<file path="src/rtl/s1h_pkg.sv">
// Shared types, constants and round helpers for the SHA-1 stream hasher.
// Used by s1h_core, sha1_stream_hasher and tb_top; depends on nothing else.
`timescale 1ns / 1ps
`default_nettype none

package s1h_pkg;

  // Number of words in one message block, and rounds per block.
  localparam int unsigned BLOCK_WORDS = 16;
  localparam int unsigned ROUNDS      = 80;

  // Chaining value after reset and after every digest.
  localparam logic [31:0] IV0 = 32'h6745_2301;
  localparam logic [31:0] IV1 = 32'hEFCD_AB89;
  localparam logic [31:0] IV2 = 32'h98BA_DCFE;
  localparam logic [31:0] IV3 = 32'h1032_5476;
  localparam logic [31:0] IV4 = 32'hC3D2_E1F0;

  // Round constants, one per group of twenty rounds.
  localparam logic [31:0] K0 = 32'h5A82_7999;
  localparam logic [31:0] K1 = 32'h6ED9_EBA1;
  localparam logic [31:0] K2 = 32'h8F1B_BCDC;
  localparam logic [31:0] K3 = 32'hCA62_C1D6;

  // Word that carries the padding byte alone.
  localparam logic [31:0] PAD_WORD = 32'h8000_0000;

  // One input transaction.
  typedef struct packed {
    logic [31:0] message_word;
    logic [2:0]  valid_bytes;
    logic        last_word;
  } s1h_in_t;

  // One result transaction: the five digest words.
  typedef struct packed {
    logic [31:0] digest_h0;
    logic [31:0] digest_h1;
    logic [31:0] digest_h2;
    logic [31:0] digest_h3;
    logic [31:0] digest_h4;
  } s1h_out_t;

  // Commands from the padding sequencer to the compression core.
  typedef struct packed {
    logic load;       // shift one word into the block
    logic load_last;  // this word completes the block: start the rounds
    logic init;       // return the chaining value to its initial value
  } s1h_ctl_t;

  // Round function for the group that holds round number rnd.
  function automatic logic [31:0] round_fn(input logic [6:0] rnd, input logic [31:0] b,
                                           input logic [31:0] c, input logic [31:0] d);
    logic [31:0] res;
    if (rnd < 7'd20) begin
      res = (b & c) | (~b & d);
    end else if (rnd < 7'd40) begin
      res = b ^ c ^ d;
    end else if (rnd < 7'd60) begin
      res = (b & c) | (b & d) | (c & d);
    end else begin
      res = b ^ c ^ d;
    end
    return res;
  endfunction

  // Round constant for round number rnd.
  function automatic logic [31:0] round_k(input logic [6:0] rnd);
    logic [31:0] res;
    if (rnd < 7'd20) begin
      res = K0;
    end else if (rnd < 7'd40) begin
      res = K1;
    end else if (rnd < 7'd60) begin
      res = K2;
    end else begin
      res = K3;
    end
    return res;
  endfunction

endpackage

`default_nettype wire

</file>
<file path="src/rtl/s1h_core.sv">
// SHA-1 compression core: block shift register, one round per cycle, chaining value.
// Depends on s1h_pkg.
`timescale 1ns / 1ps
`default_nettype none

module s1h_core (
  input  wire logic            clk,
  input  wire logic            rst_n,
  input  wire s1h_pkg::s1h_ctl_t ctl,
  input  wire logic [31:0]     load_word,
  output logic                 busy,
  output s1h_pkg::s1h_out_t    chain
);
  import s1h_pkg::*;

  localparam logic [6:0] LAST_ROUND = 7'(ROUNDS - 1);
  localparam logic [6:0] FOLD_STEP  = 7'(ROUNDS);

  logic [31:0] w_r [BLOCK_WORDS];
  logic [31:0] a_r, b_r, c_r, d_r, e_r;
  logic [31:0] h0_r, h1_r, h2_r, h3_r, h4_r;
  logic [6:0]  round_r, round_nxt;
  logic        busy_r, busy_nxt;
  logic        rounding;
  logic [31:0] t_word;
  logic [31:0] w_expand;

  // A round runs while busy and the counter has not reached the fold step.
  assign rounding = busy_r && (round_r != FOLD_STEP);

  // Shared round adder and the next schedule word.
  assign t_word   = {a_r[26:0], a_r[31:27]} + round_fn(round_r, b_r, c_r, d_r)
                    + e_r + round_k(round_r) + w_r[0];
  assign w_expand = {w_r[13][30:0] ^ w_r[8][30:0] ^ w_r[2][30:0] ^ w_r[0][30:0],
                     w_r[13][31] ^ w_r[8][31] ^ w_r[2][31] ^ w_r[0][31]};

  // Sequencer: start on the word that fills a block, stop after the fold step.
  always_comb begin
    busy_nxt  = busy_r;
    round_nxt = round_r;
    if (ctl.load_last) begin
      busy_nxt  = 1'b1;
      round_nxt = '0;
    end else if (rounding) begin
      round_nxt = round_r + 7'd1;
    end else if (busy_r) begin
      busy_nxt = 1'b0;
    end
  end

  always_ff @(posedge clk) begin
    if (!rst_n) begin
      busy_r  <= 1'b0;
      round_r <= '0;
    end else begin
      busy_r  <= busy_nxt;
      round_r <= round_nxt;
    end
  end

  // Block words: shifted in while loading, expanded in place while rounding.
  always_ff @(posedge clk) begin
    if (ctl.load || rounding) begin
      for (int i = 0; i < BLOCK_WORDS - 1; i++) begin
        w_r[i] <= w_r[i + 1];
      end
      w_r[BLOCK_WORDS - 1] <= ctl.load ? load_word : w_expand;
    end
  end

  // Working variables: loaded from the chain at block start, one round per cycle.
  always_ff @(posedge clk) begin
    if (ctl.load_last) begin
      a_r <= h0_r;
      b_r <= h1_r;
      c_r <= h2_r;
      d_r <= h3_r;
      e_r <= h4_r;
    end else if (rounding) begin
      a_r <= t_word;
      b_r <= a_r;
      c_r <= {b_r[1:0], b_r[31:2]};
      d_r <= c_r;
      e_r <= d_r;
    end
  end

  // Chaining value: folded after the last round, restored after a digest.
  always_ff @(posedge clk) begin
    if (!rst_n || ctl.init) begin
      h0_r <= IV0;
      h1_r <= IV1;
      h2_r <= IV2;
      h3_r <= IV3;
      h4_r <= IV4;
    end else if (busy_r && !rounding) begin
      h0_r <= h0_r + a_r;
      h1_r <= h1_r + b_r;
      h2_r <= h2_r + c_r;
      h3_r <= h3_r + d_r;
      h4_r <= h4_r + e_r;
    end
  end

  assign busy  = busy_r;
  assign chain = '{digest_h0: h0_r, digest_h1: h1_r, digest_h2: h2_r,
                   digest_h3: h3_r, digest_h4: h4_r};

  // The round counter never runs past the fold step.
  a_round_range: assert property (@(posedge clk) disable iff (!rst_n)
    round_r <= FOLD_STEP)
    else $error("round counter out of range");

  // After the last round comes the fold step.
  a_fold_follows: assert property (@(posedge clk) disable iff (!rst_n)
    (busy_r && round_r == LAST_ROUND && !ctl.load_last) |=> (busy_r && round_r == FOLD_STEP))
    else $error("fold step missed");

  // No block word is loaded while the rounds run.
  a_no_load_busy: assert property (@(posedge clk) disable iff (!rst_n)
    busy_r |-> !ctl.load)
    else $error("word loaded during compression");

endmodule

`default_nettype wire

</file>
<file path="src/rtl/sha1_stream_hasher.sv">
// Top level of the streaming SHA-1 hasher: input framing, padding and digest output.
// Depends on s1h_pkg and s1h_core.
`timescale 1ns / 1ps
`default_nettype none

// Message words enter one per cycle until a 16-word block is full; the block is
// then compressed by a single shared round unit (the rounds, then a fold into the
// chaining value), during which in_stall is high. The word marked last is
// followed by the padding words (a 0x80 word when the last word was full, zero
// fill and the two length words) and one or two compressions, after which the
// digest lands in the output register and the next message may begin at once. A
// new message's words are taken while an earlier digest still waits on out_stall.
module sha1_stream_hasher (
  input  wire logic              clk,
  input  wire logic              rst_n,
  input  wire logic              in_valid,
  output logic                   in_stall,
  input  wire s1h_pkg::s1h_in_t  in_data,
  output logic                   out_valid,
  input  wire logic              out_stall,
  output s1h_pkg::s1h_out_t      out_data
);
  import s1h_pkg::*;

  // Sequencer states.
  localparam logic [1:0] ST_IDLE   = 2'd0;
  localparam logic [1:0] ST_PAD    = 2'd1;
  localparam logic [1:0] ST_LEN_LO = 2'd2;
  localparam logic [1:0] ST_FIN    = 2'd3;

  logic [1:0]  state_r, state_nxt;
  logic [3:0]  fill_r, fill_nxt;
  logic [63:0] bitlen_r, bitlen_nxt;
  logic        pend80_r, pend80_nxt;
  logic        out_valid_r, out_valid_nxt;
  s1h_out_t    out_data_r;
  logic        capture;
  logic        in_acc;
  logic [2:0]  nbytes;
  logic [31:0] last_word_data;
  s1h_ctl_t    ctl;
  logic [31:0] push_data;
  logic        core_busy;
  s1h_out_t    chain;

  s1h_core u_core (
    .clk       (clk),
    .rst_n     (rst_n),
    .ctl       (ctl),
    .load_word (push_data),
    .busy      (core_busy),
    .chain     (chain)
  );

  assign in_stall = (state_r != ST_IDLE) || core_busy;
  assign in_acc   = in_valid && !in_stall;

  // Byte count, with counts above four taken as four.
  assign nbytes = in_data.valid_bytes[2] ? 3'd4 : in_data.valid_bytes;

  // Final data word: keep the valid leading bytes and place the padding byte.
  always_comb begin
    unique case (nbytes)
      3'd0:    last_word_data = PAD_WORD;
      3'd1:    last_word_data = {in_data.message_word[31:24], 24'h80_0000};
      3'd2:    last_word_data = {in_data.message_word[31:16], 16'h8000};
      3'd3:    last_word_data = {in_data.message_word[31:8], 8'h80};
      default: last_word_data = in_data.message_word;
    endcase
  end

  // Padding sequencer: pick the word pushed into the block this cycle.
  always_comb begin
    state_nxt     = state_r;
    fill_nxt      = fill_r;
    bitlen_nxt    = bitlen_r;
    pend80_nxt    = pend80_r;
    ctl           = '0;
    push_data     = '0;
    capture       = 1'b0;
    out_valid_nxt = out_valid_r && out_stall;
    unique case (state_r)
      ST_IDLE: begin
        if (in_acc) begin
          ctl.load = 1'b1;
          if (in_data.last_word) begin
            push_data  = last_word_data;
            bitlen_nxt = bitlen_r + {58'd0, nbytes, 3'd0};
            pend80_nxt = (nbytes == 3'd4);
            state_nxt  = ST_PAD;
          end else begin
            push_data  = in_data.message_word;
            bitlen_nxt = bitlen_r + 64'd32;
          end
        end
      end
      ST_PAD: begin
        if (!core_busy) begin
          ctl.load = 1'b1;
          if (pend80_r) begin
            push_data  = PAD_WORD;
            pend80_nxt = 1'b0;
          end else if (fill_r != 4'd14) begin
            push_data = '0;
          end else begin
            push_data = bitlen_r[63:32];
            state_nxt = ST_LEN_LO;
          end
        end
      end
      ST_LEN_LO: begin
        ctl.load  = 1'b1;
        push_data = bitlen_r[31:0];
        state_nxt = ST_FIN;
      end
      ST_FIN: begin
        if (!core_busy && !(out_valid_r && out_stall)) begin
          capture       = 1'b1;
          ctl.init      = 1'b1;
          out_valid_nxt = 1'b1;
          bitlen_nxt    = '0;
          state_nxt     = ST_IDLE;
        end
      end
      default: state_nxt = ST_IDLE;
    endcase
    // Every loaded word advances the fill count; the sixteenth starts a block.
    if (ctl.load) begin
      fill_nxt      = fill_r + 4'd1;
      ctl.load_last = (fill_r == 4'(BLOCK_WORDS - 1));
    end
  end

  // Control registers.
  always_ff @(posedge clk) begin
    if (!rst_n) begin
      state_r     <= ST_IDLE;
      fill_r      <= '0;
      bitlen_r    <= '0;
      pend80_r    <= 1'b0;
      out_valid_r <= 1'b0;
    end else begin
      state_r     <= state_nxt;
      fill_r      <= fill_nxt;
      bitlen_r    <= bitlen_nxt;
      pend80_r    <= pend80_nxt;
      out_valid_r <= out_valid_nxt;
    end
  end

  // Digest output register.
  always_ff @(posedge clk) begin
    if (capture) begin
      out_data_r <= chain;
    end
  end

  assign out_valid = out_valid_r;
  assign out_data  = out_data_r;

  // A digest is only taken from an idle core with a free output register.
  a_capture_safe: assert property (@(posedge clk) disable iff (!rst_n)
    capture |-> (!core_busy && !(out_valid_r && out_stall)))
    else $error("digest captured while busy or output blocked");

  // A new digest always leaves the block empty and the length cleared.
  a_clean_after: assert property (@(posedge clk) disable iff (!rst_n)
    capture |=> (fill_r == 4'd0 && bitlen_r == 64'd0 && state_r == ST_IDLE))
    else $error("state not cleared after digest");

  // A digest only appears after the final block of a message.
  a_rose_from_fin: assert property (@(posedge clk) disable iff (!rst_n)
    $rose(out_valid_r) |-> $past(state_r) == ST_FIN)
    else $error("digest without final block");

endmodule

`default_nettype wire

</file>
<file path="config.mk">
export PLATFORM = sky130hd
export DESIGN_NAME = sha1_stream_hasher
export DESIGN_NICKNAME = d
export VERILOG_FILES = /design/src/rtl/s1h_pkg.sv /design/src/rtl/s1h_core.sv /design/src/rtl/sha1_stream_hasher.sv
export SDC_FILE = /design/constraint.sdc
export NUM_CORES = 2
export LEC_CHECK = 0
export ABC_AREA = 1
export BUFFER_PORTS_ARGS = -buffer_cell sky130_fd_sc_hd__buf_2
export CORE_MARGIN = 8
export CORE_UTILIZATION = 45
export CTS_CLUSTER_SIZE = 25
export DETAILED_ROUTE_END_ITERATION = 10
export PLACE_DENSITY = 0.6
export SETUP_SLACK_MARGIN = 0.1
export SYNTH_ARGS = -nofsm -noshare
export SYNTH_HDL_FRONTEND = slang
export SYNTH_SLANG_ARGS = --single-unit
</file>
<file path="constraint.sdc">
create_clock -name clk -period 12.9 [get_ports clk]
set_clock_uncertainty 0.2 [all_clocks]
set_input_delay 1.29 -clock clk [delete_from_list [all_inputs] [get_ports clk]]
set_output_delay 1.29 -clock clk [all_outputs]
set_load 0.05 [all_outputs]
</file>
==> impl_metrics.tcl <==
set metrics [dict create \
    status "completed" \
    post_drt_wl_per_cell_um 21.82 \
    fin_crit_sh 0.5121 \
    drt_iter0_markers 3676 \
    yosysWarnings 0 \
    fin_area_um2 62140 \
    antenna_found_initial 4 \
    dp.cells 7697 \
    dp_hpwl_mm 132.4 \
    drc_errors 0 \
    max-vdd-ir-drop_mv 0.3626 \
    initial_core_util 0.4517 \
    dpl-instance-area_um2 58400 \
    worst_slack_ns 6.294 \
    drv_slew 0 \
    h-tree-depth 3 \
    r2r_slack_ns 6.29 \
    syn_to_final_growth_pct 11.56 \
    grtUsageTotal 0.2486 \
    die_w_um 367.8 \
    slowest_stage "nand2_2" \
    yosysTopAreaCellShare 0.4486 \
    die_area_um2 135300 \
    crit_path_start_kind "flop" \
    fp-row-count 129 \
    cts.path.max_buffers 3 \
    antenna_cells 0 \
    grt_max_degree 210 \
    synth-async-reset-ratio 0 \
    via_per_inst 5.351 \
    io_buffer_count 201 \
    drive_gt1_frac 0.07364 \
    required_ns 13.18 \
    hp-class "flop to flop" \
    crit_start "u_core.round_r[5]" \
    synth.most_common_cell "nand2_1" \
    cts_sinks 1069 \
    stdcell_count 7911 \
    ys_seq_elements 1069 \
    syn-cell-area_um2 55700 \
    synth_enable_flop_cells 832 \
    avgSynthCellArea_um2 9.345 \
    hold_slack_ns 0.2097 \
    worst_slew_pin_slew_ns 1.410 \
    ant_nets 0 \
    holdPathStages 0 \
    yosysTopAreaCell "edfxtp_1" \
    report.final.hold_viol_count 0 \
    cts_resized 0 \
    max_slew_margin 0.05984 \
    r2r-start "u_core.round_r[5]" \
    cts_setup_buffers 0 \
    cts_made_buffers 113 \
    ctsRootBufferMaster "clkbuf_16" \
    cts_tree "done" \
    syn-instance-count 5960 \
    leakage_uw 0.02539 \
    place_congestion 0.9566 \
    grt_pass1_vias 40420 \
    core_area_um2 123300 \
    clk_pin_slew_ns 0.07 \
    grt_pass1_wl_mm 256.1 \
    maxCapViolations 0 \
    rsz0062_at_grt "no" \
    synth_ff_type "edfxtp_1" \
    insertion_delay_ns 0.75 \
    cts_hold_buf 0 \
    synthTopCellsByArea "edfxtp_1, nand2_1, dfxtp_1, inv_1, ha_1" \
    power_density_nw_per_um2 192.3 \
    crit_fanout 36 \
    die_y_um 367.8 \
    ioPinCount 202 \
    vias 42330 \
    synth.distinct_cells 57 \
    fmax_mhz 151.4 \
    drt-total-wl_mm 172.6 \
    dr.pass1.iters 6 \
    overflow 0 \
    r2r_end "u_core.a_r[14]" \
    slowest_delay_ns 0.78 \
    dp_worst_setup_slack_ns 6.341 \
    crit_path_end_kind "flop" \
    fin_setup_tns_ns 0 \
    fin_crit_ns 6.606 \
    cp_cell_sequence "o21ai_0 > nand2_1 > nand2_2 > nand2_2 > o22ai_1 > a21oi_1 > fa_1 > fa_1 > inv_1 > fa_1 > inv_1 > ha_1 > a21oi_1 > o21ai_0 > a21oi_1 > nand2_1 > or2_2 > nand3_1 > o21ai_0" \
    reg2reg_depth 19 \
    seq_area_frac_synth 0.5338 \
    fin_nets 6573 \
    synth_common_cells "nand2_1, edfxtp_1, inv_1, nor2_1, a21oi_1" \
    hold_path_end "u_core.w_r[5][21]" \
    hp-start "u_core.w_r[6][21]" \
    critPathKind "flop to flop" \
    synthesis.nets 6358 \
    arrival_ns 6.89 \
    setup_violations 0 \
]
-- cells by family after synthesis --
logic type      synth area share
compound gates           0.09575
fa+ha+maj                0.09727
buf+inv                  0.06688
simple gates              0.1831
xor+xnor                 0.02327
flops                     0.5338
-- power breakdown --
part	total, uW	switching (uW)	internal (uW)
registers	5770	390	5380
clock network	3260	1410	1850
logic	2920	2120	795
total	11900	3930	8020
-- cell type report --
cell class / instances / area (um^2)
Clock inverter: 73 / 775.7
Clock buffer: 141 / 2963
Sequential cell: 1069 / 29730
Timing Repair Buffer: 219 / 1166
Multi-Input combinational cell: 3935 / 22300
Fill cell: 11640 / 61180
Tap cell: 1637 / 2048
Inverter: 837 / 3154
-- worst max-delay path by stage --
stage / end / slack (ns) / depth (start not counted)
after floorplan: u_core.h1_r[26] / 3.21 / 9
after global placement: u_core.a_r[14] / 6.54 / 20
after detailed placement: u_core.a_r[14] / 6.34 / 19
after CTS: u_core.a_r[14] / 6.36 / 19
after global routing: u_core.a_r[14] / 5.96 / 19
final: u_core.a_r[14] / 6.29 / 19
-- placed cells by master (no fill, tap or decap), drive strengths merged, types with 4 or more instances in the layout --
cell type,Yosys,routed
nand2,1414,1414
inv,834,839
edfxtp,832,832
nor2,498,498
a21oi,486,486
o21ai,345,345
nand3,312,312
dfxtp,237,237
ha,233,233
buf,77,219
clkbuf,42,141
fa,125,125
xnor2,97,97
nor3,74,74
nand4,72,72
clkinv,3,57
xor2,51,51
o21bai,41,41
o22ai,27,27
or2,22,22
a31oi,21,21
nand3b,21,21
a22oi,15,15
o21a,14,14
o211ai,11,11
nor4,11,11
bufinv,0,10
o221ai,9,9
a21o,8,8
a21boi,8,8
nor3b,6,6
clkinvlp,0,4
-- flip-flops by register name, summed over array words and instances (netlist names) --
signal          count
out_data          160
u_core.b_r         32
u_core.h4_r        32
state_r             2
u_core.busy         1
u_core.d_r         32
u_core.w_r        512
u_core.h0_r        32
u_core.round_r      7
u_core.h2_r        32
u_core.e_r         32
u_core.a_r         32
out_valid           1
u_core.h3_r        32
pend80_r            1
u_core.c_r         32
bitlen_r           61
u_core.h1_r        32
fill_r              4
-- per-stage QoR --
| stage | total power [uW] | utilization |
|---|---|---|
| 4_1_cts | 12080 | 0.5039 |
| 2_1_floorplan | 8072 | - |
| 3_5_place_dp | 8783 | 0.4736 |
| 6_report | 11950 | 0.5039 |
| 3_3_place_gp | 8726 | 0.4736 |
| 5_1_grt | 12580 | 0.5039 |
-- critical path, delay by kind of cell (launching register included) --
kind            cells  cell delay (ns)
simple gates        6             2.27
fa+ha+maj           4             1.90
compound gates      7             1.35
flops               1             0.49
buf+inv             2             0.10
-- layer usage --
layer	part of all wire	up-vias	global-route usage
met5	0.00011	-	0
met4	0.046	2	0.1045
met3	0.060	326	0.03195
met2	0.47	1417	0.4084
met1	0.43	20220	0.3326
li1	-	20370	-
(Power assumes the default switching activity.)
